--- src/rtl/shutter_synchronous_demodulator_assert.svh ---
// ---------------------------------------------------------------------------
// assertion macros for the shutter synchronous demodulator
// ---------------------------------------------------------------------------
`ifndef SHUTTER_SYNCHRONOUS_DEMODULATOR_ASSERT_SVH
`define SHUTTER_SYNCHRONOUS_DEMODULATOR_ASSERT_SVH

// check a property on every rising edge outside reset
`define SSD_ASSERT(name, prop) \
  name: assert property (@(posedge clk_i) disable iff (!rst_ni) (prop)) \
    else $error("%m: property failed");

// check that a trigger implies a consequence in the same cycle
`define SSD_ASSERT_IMP(name, trig, cons) \
  name: assert property (@(posedge clk_i) disable iff (!rst_ni) (trig) |-> (cons)) \
    else $error("%m: implication failed");

`endif

--- src/rtl/ssd_pkg.sv ---
// ---------------------------------------------------------------------------
// ssd_pkg
// shared widths, constants and types of the shutter synchronous demodulator
// ---------------------------------------------------------------------------
package ssd_pkg;

  localparam int SAMPLE_BITS = 12;
  localparam int COUNT_BITS  = 20;
  localparam int EDGE_W      = 8;
  // magnitude of any sum stays below 2^(SAMPLE_BITS+COUNT_BITS)
  localparam int SUM_W       = SAMPLE_BITS + COUNT_BITS + 2;
  // quotient magnitude never exceeds the sample range
  localparam int QUO_W       = SAMPLE_BITS + 1;
  localparam int AVG_W       = QUO_W + 1;
  localparam int STEP_W      = $clog2(QUO_W);
  localparam int CFG_IDX_W   = 1;
  localparam int CFG_DATA_W  = (SAMPLE_BITS > EDGE_W) ? SAMPLE_BITS : EDGE_W;

  localparam logic [COUNT_BITS-1:0]  COUNT_MAX       = {COUNT_BITS{1'b1}};
  localparam logic [EDGE_W-1:0]      EDGE_MAX        = {EDGE_W{1'b1}};
  localparam logic [SAMPLE_BITS-1:0] MIDPOINT_RESET  = SAMPLE_BITS'(2048);
  localparam logic [EDGE_W-1:0]      THRESHOLD_RESET = EDGE_W'(10);

  // configuration register indexes
  localparam logic [CFG_IDX_W-1:0] REG_ADC_MIDPOINT   = 1'b0;
  localparam logic [CFG_IDX_W-1:0] REG_EDGE_THRESHOLD = 1'b1;

  typedef enum logic [2:0] {
    ST_IDLE,
    ST_ACCUM,
    ST_DIV_START,
    ST_DIV_RUN,
    ST_EMIT
  } ssd_state_e;

  typedef struct packed {
    logic busy;
    logic done;
  } div_status_t;

endpackage

--- src/rtl/ssd_div.sv ---
// ---------------------------------------------------------------------------
// ssd_div
// restoring divider, one quotient bit per cycle, quotient known to fit QUO_W
// ---------------------------------------------------------------------------
module ssd_div import ssd_pkg::*; (
  input  logic                  clk_i,
  input  logic                  rst_ni,
  input  logic                  start_i,
  input  logic [SUM_W-2:0]      dividend_i,
  input  logic [COUNT_BITS-1:0] divisor_i,
  output div_status_t           status_o,
  output logic [QUO_W-1:0]      quotient_o
);

  logic                  busy_q, busy_d;
  logic [STEP_W-1:0]     step_q, step_d;
  logic [COUNT_BITS-1:0] rem_q, rem_d;
  logic [QUO_W-1:0]      quo_q, quo_d;
  logic [COUNT_BITS-1:0] den_q, den_d;
  logic [COUNT_BITS:0]   trial;
  logic [COUNT_BITS+1:0] diff;
  logic                  fits;
  logic                  last_step;

  assign trial     = {rem_q, quo_q[QUO_W-1]};
  assign diff      = {1'b0, trial} - {2'b00, den_q};
  assign fits      = !diff[COUNT_BITS+1];
  assign last_step = busy_q && (step_q == STEP_W'(QUO_W - 1));

  always_comb begin
    busy_d = busy_q;
    step_d = step_q;
    rem_d  = rem_q;
    quo_d  = quo_q;
    den_d  = den_q;
    if (start_i) begin
      busy_d = 1'b1;
      step_d = '0;
      // upper bits start below the divisor since the quotient fits QUO_W
      rem_d  = dividend_i[SUM_W-2 -: COUNT_BITS];
      quo_d  = dividend_i[QUO_W-1:0];
      den_d  = divisor_i;
    end else if (busy_q) begin
      rem_d  = fits ? diff[COUNT_BITS-1:0] : trial[COUNT_BITS-1:0];
      quo_d  = {quo_q[QUO_W-2:0], fits};
      step_d = step_q + 1'b1;
      if (last_step) begin
        busy_d = 1'b0;
      end
    end
  end

  always_ff @(posedge clk_i or negedge rst_ni) begin
    if (!rst_ni) begin
      busy_q <= 1'b0;
      step_q <= '0;
    end else begin
      busy_q <= busy_d;
      step_q <= step_d;
    end
  end

  always_ff @(posedge clk_i) begin
    rem_q <= rem_d;
    quo_q <= quo_d;
    den_q <= den_d;
  end

  assign status_o.busy = busy_q;
  assign status_o.done = last_step;
  assign quotient_o    = quo_q;

endmodule

--- src/rtl/shutter_synchronous_demodulator.sv ---
// ---------------------------------------------------------------------------
// shutter_synchronous_demodulator
// lock-in averaging detector for a shuttered field sensor
// ---------------------------------------------------------------------------
// input channel: in_valid_i / in_stall_o carry one sample and the shutter
// level per transaction. output channel: out_valid_o / out_stall_i carry one
// window result (signed average, polarity, counter saturation) per transaction.
// configuration: cfg_we_i writes cfg_data_i to register cfg_index_i
// (0 adc midpoint, 1 edge threshold); write only while the block is idle.
// a sample that closes no window passes through accept and accumulate only;
// a sample that closes a window goes on through divider start, divider run
// and emit before the result is loaded into the output register; the
// restoring divider produces one quotient bit per cycle.
// the output register holds one finished result, so the next sample is taken
// while the result waits; a second result waits in the emit state until the
// receiver takes the first, and no input is taken meanwhile.
// reset clears all sums and counters, sets the last shutter level to closed,
// the midpoint to 2048 and the threshold to 10; no result is pending.
// ---------------------------------------------------------------------------
module shutter_synchronous_demodulator import ssd_pkg::*; (
  input  logic                    clk_i,
  input  logic                    rst_ni,
  // configuration
  input  logic                    cfg_we_i,
  input  logic [CFG_IDX_W-1:0]    cfg_index_i,
  input  logic [CFG_DATA_W-1:0]   cfg_data_i,
  // input channel
  input  logic                    in_valid_i,
  output logic                    in_stall_o,
  input  logic [SAMPLE_BITS-1:0]  adc_sample_i,
  input  logic                    shutter_open_i,
  // output channel
  output logic                    out_valid_o,
  input  logic                    out_stall_i,
  output logic signed [AVG_W-1:0] demod_average_o,
  output logic                    polarity_positive_o,
  output logic                    count_saturated_o
);

`include "shutter_synchronous_demodulator_assert.svh"

  ssd_state_e state_q, state_d;

  // configuration registers
  logic [SAMPLE_BITS-1:0] midpoint_q;
  logic [EDGE_W-1:0]      threshold_q;

  // captured transaction
  logic [SAMPLE_BITS-1:0] sample_q;
  logic                   open_q;

  // window state
  logic signed [SUM_W-1:0] sync_sum_q, sync_sum_d;
  logic signed [SUM_W-1:0] open_sum_q, open_sum_d;
  logic signed [SUM_W-1:0] closed_sum_q, closed_sum_d;
  logic [COUNT_BITS-1:0]   count_q, count_d;
  logic [EDGE_W-1:0]       edges_q, edges_d;
  logic                    last_open_q, last_open_d;
  logic                    sat_q, sat_d;

  // output register
  logic                    out_valid_q;
  logic signed [AVG_W-1:0] avg_q;
  logic                    pol_q;
  logic                    osat_q;

  // control
  logic                    in_take;
  logic                    accum;
  logic                    div_start;
  logic                    emit_go;
  logic                    out_take;
  logic                    window_close;

  // datapath
  logic signed [SAMPLE_BITS:0] x_small;
  logic signed [SUM_W-1:0]     x_ext;
  logic signed [SUM_W-1:0]     sync_neg;
  logic [SUM_W-2:0]            magnitude;
  div_status_t                 div_stat;
  logic [QUO_W-1:0]            quotient;
  logic [AVG_W-1:0]            quo_ext;
  logic signed [AVG_W-1:0]     avg_next;

  // handshake decode
  assign in_take   = in_valid_i && !in_stall_o;
  assign out_take  = out_valid_q && !out_stall_i;
  assign in_stall_o  = (state_q != ST_IDLE);
  assign accum     = (state_q == ST_ACCUM);
  assign div_start = (state_q == ST_DIV_START);
  assign emit_go   = (state_q == ST_EMIT) && (!out_valid_q || !out_stall_i);

  // signed sample relative to the midpoint
  assign x_small = $signed({1'b0, sample_q}) - $signed({1'b0, midpoint_q});
  assign x_ext   = {{(SUM_W-SAMPLE_BITS-1){x_small[SAMPLE_BITS]}}, x_small};

  // window update in the accumulate cycle, window clear when a result is emitted
  always_comb begin
    sync_sum_d   = sync_sum_q;
    open_sum_d   = open_sum_q;
    closed_sum_d = closed_sum_q;
    count_d      = count_q;
    edges_d      = edges_q;
    last_open_d  = last_open_q;
    sat_d        = sat_q;
    if (accum) begin
      // a saturated counter freezes the sums so the average stays in range
      if (count_q != COUNT_MAX) begin
        if (open_q) begin
          sync_sum_d = sync_sum_q + x_ext;
          open_sum_d = open_sum_q + x_ext;
        end else begin
          sync_sum_d   = sync_sum_q - x_ext;
          closed_sum_d = closed_sum_q + x_ext;
        end
        count_d = count_q + 1'b1;
      end
      sat_d = sat_q || (count_d == COUNT_MAX);
      if (open_q != last_open_q) begin
        if (edges_q != EDGE_MAX) begin
          edges_d = edges_q + 1'b1;
        end
        last_open_d = open_q;
      end
    end else if (emit_go) begin
      // window clears, last shutter level is kept
      sync_sum_d   = '0;
      open_sum_d   = '0;
      closed_sum_d = '0;
      count_d      = '0;
      edges_d      = '0;
      sat_d        = 1'b0;
    end
  end

  assign window_close = (edges_d >= threshold_q);

  // next state
  always_comb begin
    state_d = state_q;
    case (state_q)
      ST_IDLE: begin
        if (in_take) begin
          state_d = ST_ACCUM;
        end
      end
      ST_ACCUM: begin
        state_d = window_close ? ST_DIV_START : ST_IDLE;
      end
      ST_DIV_START: begin
        state_d = ST_DIV_RUN;
      end
      ST_DIV_RUN: begin
        if (div_stat.done) begin
          state_d = ST_EMIT;
        end
      end
      ST_EMIT: begin
        if (emit_go) begin
          state_d = ST_IDLE;
        end
      end
      default: begin
        state_d = ST_IDLE;
      end
    endcase
  end

  // magnitude of the synchronous sum for the divider
  assign sync_neg  = -sync_sum_q;
  assign magnitude = sync_sum_q[SUM_W-1] ? sync_neg[SUM_W-2:0] : sync_sum_q[SUM_W-2:0];

  ssd_div u_div (
    .clk_i      (clk_i),
    .rst_ni     (rst_ni),
    .start_i    (div_start),
    .dividend_i (magnitude),
    .divisor_i  (count_q),
    .status_o   (div_stat),
    .quotient_o (quotient)
  );

  // sign restored after the magnitude division, truncating toward zero
  assign quo_ext  = {1'b0, quotient};
  always_comb begin
    if (count_q == '0) begin
      avg_next = '0;
    end else if (sync_sum_q[SUM_W-1]) begin
      avg_next = $signed(-quo_ext);
    end else begin
      avg_next = $signed(quo_ext);
    end
  end

  always_ff @(posedge clk_i or negedge rst_ni) begin
    if (!rst_ni) begin
      state_q      <= ST_IDLE;
      midpoint_q   <= MIDPOINT_RESET;
      threshold_q  <= THRESHOLD_RESET;
      sync_sum_q   <= '0;
      open_sum_q   <= '0;
      closed_sum_q <= '0;
      count_q      <= '0;
      edges_q      <= '0;
      last_open_q  <= 1'b0;
      sat_q        <= 1'b0;
      out_valid_q  <= 1'b0;
    end else begin
      state_q      <= state_d;
      sync_sum_q   <= sync_sum_d;
      open_sum_q   <= open_sum_d;
      closed_sum_q <= closed_sum_d;
      count_q      <= count_d;
      edges_q      <= edges_d;
      last_open_q  <= last_open_d;
      sat_q        <= sat_d;
      if (cfg_we_i) begin
        case (cfg_index_i)
          REG_ADC_MIDPOINT:   midpoint_q  <= cfg_data_i[SAMPLE_BITS-1:0];
          REG_EDGE_THRESHOLD: threshold_q <= cfg_data_i[EDGE_W-1:0];
          default: begin
          end
        endcase
      end
      if (emit_go) begin
        out_valid_q <= 1'b1;
      end else if (out_take) begin
        out_valid_q <= 1'b0;
      end
    end
  end

  // payload registers
  always_ff @(posedge clk_i) begin
    if (in_take) begin
      sample_q <= adc_sample_i;
      open_q   <= shutter_open_i;
    end
    if (emit_go) begin
      avg_q  <= avg_next;
      pol_q  <= (open_sum_q > closed_sum_q);
      osat_q <= sat_q;
    end
  end

  assign out_valid_o         = out_valid_q;
  assign demod_average_o     = avg_q;
  assign polarity_positive_o = pol_q;
  assign count_saturated_o   = osat_q;

  // saturation flag tracks the counter sitting at its maximum
  `SSD_ASSERT(a_sat_matches_count, sat_q == (count_q == COUNT_MAX))
  // the divider only runs while the sequencer waits on it
  `SSD_ASSERT_IMP(a_div_busy_state, div_stat.busy, state_q == ST_DIV_RUN)
  // a new result only appears after the emit state
  `SSD_ASSERT_IMP(a_result_from_emit, $rose(out_valid_q), $past(state_q) == ST_EMIT)

endmodule

--- config.mk ---
export PLATFORM = sky130hd
export DESIGN_NAME = shutter_synchronous_demodulator
export DESIGN_NICKNAME = d
export VERILOG_FILES = /design/src/rtl/ssd_pkg.sv /design/src/rtl/ssd_div.sv /design/src/rtl/shutter_synchronous_demodulator.sv
export VERILOG_INCLUDE_DIRS = /design/src /design/src/rtl
export SDC_FILE = /design/constraint.sdc
export NUM_CORES = 1
export LEC_CHECK = 0
export BUFFER_PORTS_ARGS = -buffer_cell sky130_fd_sc_hd__buf_2
export CORE_MARGIN = 10
export CORE_UTILIZATION = 30
export DETAILED_ROUTE_END_ITERATION = 8
export PLACE_DENSITY_LB_ADDON = 0.15
export SYNTH_ARGS = -nofsm -noshare
export SYNTH_HDL_FRONTEND = slang
export SYNTH_SLANG_ARGS = --single-unit
--- constraint.sdc ---
create_clock -name clk_i -period 8 [get_ports clk_i]
set_clock_uncertainty 0.05 [all_clocks]
set_input_delay 0.4 -clock clk_i [delete_from_list [all_inputs] [get_ports clk_i]]
set_output_delay 0.4 -clock clk_i [all_outputs]
set_load 0.1 [all_outputs]
After elaboration in Yosys (flattened, before gate mapping)
Cells that the tools add are included.
W data, S select, Z words.
- memories: 0
- latch bits: 0
- bits in writable memories: 0
- bits in read-only memories: 0
- bits of input ports: 31
- flip-flop bits (word level): 243
- reductions and logical operators: 24
- $add $sub $neg: 11
- divide/modulo/power cells: 0
- order comparisons: 2
- mux-type cells: 39
- shift-type cells: 0
- eq/ne operators: 15
- bitwise operators: 2
- multiply operators: 0
- operators with widths (kind ; count):
    $mux W34 ; 10
    $mux W20 ; 7
    $add A34 B13 Y34 ; 3
    $mux W13 ; 3
    $gt A34 B34 Y1 ; 1
    $sub A34 B13 Y34 ; 1
    $mux W33 ; 1
    $neg A33 Y33 ; 1
    $mux W8 ; 4
    $sub A21 B20 Y22 ; 1
    $add A20 B1 Y20 const B ; 1
    $eq A20 B20 Y1 const B ; 1
    $logic_not A20 Y1 ; 1
    $ne A20 B20 Y1 const B ; 1
    $pmux W3 S5 ; 1
    $neg A13 Y14 ; 1
    $sub A12 B12 Y13 ; 1
    $mux W3 ; 3
    $reduce_and A3 Y1 ; 3
    $add A8 B1 Y8 const B ; 1
    $ge A8 B8 Y1 ; 1
    $mux W4 ; 2
    $ne A2 B2 Y1 const B ; 4
    $ne A8 B8 Y1 const B ; 1
    18 further kinds ; 39

Logic depth before layout (Yosys ltp)
- depth after elaboration: 8
- gate-level depth with buffers: 24
- mapped depth without buffers: 23

Hierarchy
Synthesis repeated with hierarchy kept, for this count alone.
- cells, all modules: 2136
- area, all modules: 19063.3 um2
- by module, submodules not included (module ; times used ; cells an instance ; sequential area each (um2) ; area each (um2)):
    shutter_synchronous_demodulator ; 1 ; 1812 ; 4778.3 ; 15386.0
    ssd_div ; 1 ; 324 ; 1716.6 ; 3677.3

Worst setup path after synthesis
No wires, ideal clock.
- path type: reg2reg
- from: reg midpoint_q[2]
- to: reg open_sum_q[33]
- setup time: 79 ps
- stages on the path, launching flop included: 21
- buffers on the path: 1
- arrival: 5633 ps
- data required time: 7871 ps
- clock period less this slack: 5762 ps
- path slack: 2238 ps
- path through: dfrtp_1 -> inv_1 -> ha_1 -> nor2b_1 -> o31a_1 -> o221a_2 -> o41ai_2 -> o21ai_0 -> clkbuf_1 -> inv_1 -> ha_1 -> a21o_1 -> a21o_1 -> a21o_1 -> nor2b_1 -> a2111oi_1 -> a21oi_1 -> a211o_1 -> a2111o_1 -> o211ai_1 -> mux2i_1
- cells in the longest elaborated chain, start to end: 5
- ends and longest elaborated chain (element ; line ; RTL):
    start, declared ; shutter_synchronous_demodulator.sv:45 ; logic [SAMPLE_BITS-1:0] midpoint_q;
    start signal, assigned ; shutter_synchronous_demodulator.sv:219 ; REG_ADC_MIDPOINT: midpoint_q <= cfg_data_i[SAMPLE_BITS-1:0];
    $sub A12 B12 Y13 ; shutter_synchronous_demodulator.sv:94 ; assign x_small = $signed({1'b0, sample_q}) - $signed({1'b0, midpoint_q});
    $add A34 B13 Y34 ; shutter_synchronous_demodulator.sv:111 ; open_sum_d = open_sum_q + x_ext;
    $mux W34 ; shutter_synchronous_demodulator.sv:109 ; if (open_q) begin
    $mux W34 ; shutter_synchronous_demodulator.sv:108 ; if (count_q != COUNT_MAX) begin
    $mux W34 ; shutter_synchronous_demodulator.sv:106 ; if (accum) begin
    end signal, assigned ; shutter_synchronous_demodulator.sv:211 ; open_sum_q <= open_sum_d;
    end, declared ; shutter_synchronous_demodulator.sv:54 ; logic signed [SUM_W-1:0] open_sum_q, open_sum_d;
Every way passes these cells. The select of a mux whose other input is x is not followed.
A chain may end at the register's enable or synchronous reset.

Worst setup path after layout
- from: reg sample_q[0]
- to: reg sync_sum_q[33]
- cells in the longest elaborated chain, start to end: 5
- elaborated cells on any way between the ends: 6
- those cells by class: add/sub (3); mux (3)
- ends and longest elaborated chain (element ; line ; RTL):
    start, declared ; shutter_synchronous_demodulator.sv:49 ; logic [SAMPLE_BITS-1:0] sample_q;
    start signal, assigned ; shutter_synchronous_demodulator.sv:236 ; sample_q <= adc_sample_i;
    $sub A12 B12 Y13 (*) ; shutter_synchronous_demodulator.sv:94 ;
    $sub A34 B13 Y34 / $add A34 B13 Y34 (equally long branches) ; shutter_synchronous_demodulator.sv:113, shutter_synchronous_demodulator.sv:110 ;
    $mux W34 (*) ; shutter_synchronous_demodulator.sv:109 ;
    $mux W34 (*) ; shutter_synchronous_demodulator.sv:108 ;
    $mux W34 (*) ; shutter_synchronous_demodulator.sv:106 ;
    end signal, assigned ; shutter_synchronous_demodulator.sv:210 ; sync_sum_q <= sync_sum_d;
    end, declared ; shutter_synchronous_demodulator.sv:53 ; logic signed [SUM_W-1:0] sync_sum_q, sync_sum_d;
Mark *: on every way between the ends. The rest lies on a longest branch, timed or not. The select of a mux whose other input is x is not followed.

==> flow_summary_export.csv <==
group,metric,value,unit
run_status,status,"finished, final reports clean",
timing,period_minus_slack,6.40,ns
finish,nets,2335,
yosys,ys_seq_area_share,35.0,%
clocking,htree_num_levels,1,
floorplan,core_area,61500,sq um
clocking,clkTransAtPathRegs,0.06,ns
floorplan,dieArea,72200,sq um
timing,tightest_slew,1.15,ns
floorplan,die_x,269,um
floorplan,rows,91,
finish,drive_above_1_share,8.09,%
yosys,async_flop_share,66.3,%
yosys,post_synth.cell_area_avg,8.93,sq um
grt,grt_pass1_vias,15100,
routing,viasPerCell,5.20,
place,portBuffers,48,
routing,drt-total-wl,51500,um
yosys,yosysWarnings,0,
timing,finalSetupViolCount,0,
yosys,syn_area,18500,sq um
routing,drt_pass1_iterations,5,
finish,design_area,20800,sq um
timing,finalMaxSlewViolations,0,
routing,wl_per_cell,17.6,um
finish,final_cells,2928,
yosys,ys_ff_latch,243,
yosys,syn_nets,2298,
yosys,synth_edf_count,82,
floorplan,io_pins,49,
power,ir_drop,0.000171,V
routing,drc,0,
grt,gr-total-overflow,0,
power,seq_power_share,35.5,%
worst_setup_path,critPathMaxFanout,12,
worst_setup_path,crit_type,"flip-flop to flip-flop",
yosys,synthFlopType,"dfrtp_1",
timing,relSlewSlack,23.1,%
power,p_comb_share,26.7,%
timing,setup_tns,0,ns
place,routabilityCongestion,0.842,
clocking,post-cts-setup-buffers,0,
power,p_sw,1.16,mW
floorplan,floorplan.initialDensity,30.2,%
grt,antenna_found_initial,0,
power,cellLeakagePower,8.88,nW
job,cap_violations,0,
routing,drtIter0Drc,885,
worst_setup_path,cp.arrival,6.83,ns
power,powerDensity,176,nW/um^2
clocking,cts.sinks,243,
finish,final_cell_mix,"204 x o21ai_0, 186 x ha_1, 162 x nand2_1",
clocking,cts_root_buf,"clkbuf_16",
place,dpl.hpwl,37800,um
power,clkPwrFrac,37.8,%
timing,fin_hold_ws,0.0277,ns
finish,area_delta_synth_final,12.2,%
power,internal_power,2.50,mW
timing,hold_viol,0,
place,postPlaceCellArea,19600,sq um
worst_hold_path,min_path_type,"input port to flip-flop",
clocking,tritoncts,"done",
yosys,syn_inst,2076,
timing,fin_crit_sh,80.0,%
clocking,clock_latency,0.59,ns
yosys,synth.distinct_cells,88,
worst_setup_path,start_kind,"flip-flop",
worst_setup_path,required,8.43,ns
place,place_inst,2850,
timing,grt_setup_unrepaired,"no",
worst_setup_path,crit_path_end_kind,"flip-flop",
floorplan,die_h,269,um
grt,grt_use_total,14.2,%
finish,antenna_cells,0,
finish,final_common_cell,"o21ai_0",
grt,grt_max_degree,80,
power,switching_share,31.7,%
timing,fmax,0.156,GHz
clocking,clockBufferDepth,3,
power,p_total,3.66,mW
routing,postRouteAntennaNets,0,
routing,vias,15200,
grt,grt_first_pass_wirelength,82700,um
clocking,numCtsBuffers,31,
-- metrics by stage --
step	setup slack (ns)	utilization, %
after floorplan	2.24	-
after global placement	1.67	31.9
after detailed placement	1.67	31.9
after CTS	1.63	33.8
after global routing	1.11	33.8
final	1.60	33.8
-- power by group through the flow --
stage	sequential, mW	clock [mW]	combinational [mW]
3_5_place_dp	1.33	0	0.963
4_1_cts	1.30	1.43	0.978
5_1_grt	1.30	1.48	1.10
3_3_place_gp	1.33	0	0.959
2_1_floorplan	1.32	0	0.741
6_report	1.30	1.38	0.977
-- cell families after synthesis --
logic type	Yosys count	synth area share [%]
adders and majority gates	191	13.1
and+or+nand+nor	612	16.7
muxes	35	1.97
DFF	243	35.0
AOI/OAI and AO/OA	619	21.2
xor gates and xnor gates	161	7.60
buffers and inverters	215	4.48
-- per-layer routing --
metal	wire (um)	track usage, %	share of wire, %	up-vias
li1	-	-	-	7696
met1	24400	18.6	47	7263
met2	24300	24.3	47	212
met3	1570	1.70	3.0	66
met4	1240	3.69	2.4	0
met5	0	0	0	-
-- Yosys cell counts, types with 5 or more instances --
| library cell | instances | share of area, % |
|---|---|---|
| a2111oi_0 | 5 | 0.24 |
| a211o_1 | 6 | 0.28 |
| a211oi_1 | 14 | 0.57 |
| a21boi_0 | 9 | 0.36 |
| a21o_1 | 77 | 3.1 |
| a21oi_1 | 132 | 3.6 |
| a311oi_1 | 5 | 0.24 |
| a31o_2 | 6 | 0.28 |
| a31oi_1 | 21 | 0.71 |
| a41oi_1 | 5 | 0.24 |
| and2_1 | 10 | 0.34 |
| and3_1 | 17 | 0.57 |
| and4_1 | 6 | 0.28 |
| buf_1 | 7 | 0.14 |
| buf_2 | 10 | 0.27 |
| clkbuf_1 | 66 | 1.3 |
| dfrtp_1 | 158 | 21 |
| edfxtp_1 | 82 | 13 |
| fa_1 | 5 | 0.54 |
| ha_1 | 186 | 13 |
| inv_1 | 128 | 2.6 |
| mux2_2 | 12 | 0.73 |
| mux2i_1 | 23 | 1.2 |
| nand2_1 | 164 | 3.3 |
| nand2b_1 | 22 | 0.74 |
| nand3_1 | 123 | 3.3 |
| nand4_1 | 29 | 0.98 |
| nor2_1 | 111 | 2.2 |
| nor2b_1 | 21 | 0.71 |
| nor3_1 | 35 | 0.94 |
| nor3b_1 | 7 | 0.28 |
| nor4_1 | 9 | 0.30 |
| o211ai_1 | 9 | 0.36 |
| o21a_1 | 25 | 1.0 |
| o21ai_0 | 205 | 5.5 |
| o21ai_1 | 6 | 0.16 |
| o21bai_1 | 8 | 0.32 |
| o31ai_1 | 36 | 1.5 |
| o41ai_1 | 10 | 0.47 |
| or2_2 | 8 | 0.27 |
| or3_1 | 13 | 0.44 |
| or4_1 | 7 | 0.28 |
| xnor2_1 | 79 | 3.7 |
| xor2_1 | 82 | 3.9 |
-- sequential cells by signal, summed over array words and instances (netlist names), 12 cells and up --
signal and cells:
closed_sum_q 34, count_q 20, demod_average_o 14, midpoint_q 12, open_sum_q 34, sample_q 12
sync_sum_q 34, u_div.den_q 20, u_div.quotient_o 13, u_div.rem_q 20
-- path summary, 6_finish.rpt --
path                                     from           endpoint  slack [ns]  depth (start not counted)
worst max-delay path              sample_q[0]     sync_sum_q[33]        1.60                         23
worst min-delay path            cfg_data_i[0]      midpoint_q[0]        0.03                          2
worst max register to register    sample_q[0]     sync_sum_q[33]        1.60                         23
worst min register to register          sat_q  count_saturated_o        0.43                          0
max in group asynchronous              rst_ni        out_valid_o        5.64                          4
min in group asynchronous              rst_ni   closed_sum_q[21]        0.38                          2
-- critical path, stage by stage, from the launching register on --
cell and delay, ns:
edfxtp_1 0.37, inv_1 0.06, ha_1 0.18, fa_1 0.22, nor2b_1 0.07, o31a_1 0.30
o221a_2 0.34, or3_4 0.35, a2111oi_4 0.42, nor3b_2 0.69, nand3_1 0.19, ha_1 0.34
o21ai_0 0.16, ha_1 0.31, and3_1 0.23, and2_1 0.17, a221oi_1 0.33, o211a_1 0.25
o31a_1 0.24, o31ai_1 0.13, a31o_2 0.28, xnor2_1 0.13, and3_1 0.19, a311o_1 0.30
-- layout make-up --
| cell class | instances | area [sq um] |
|---|---|---|
| repair buffers | 89 | 604 |
| inverters | 130 | 488 |
| clock inverters | 11 | 111 |
| flip-flops and latches | 243 | 6490 |
| multi-input cells | 1618 | 11200 |
| clock buffers | 47 | 866 |
| well taps | 790 | 988 |
| fillers | 6369 | 40700 |
-- repair_timing --
item                      CTS  global route
gates resized for setup     0             0
hold endpoints to repair   89             0
hold buffers               20             0
Power figures use the tool's default switching activity.
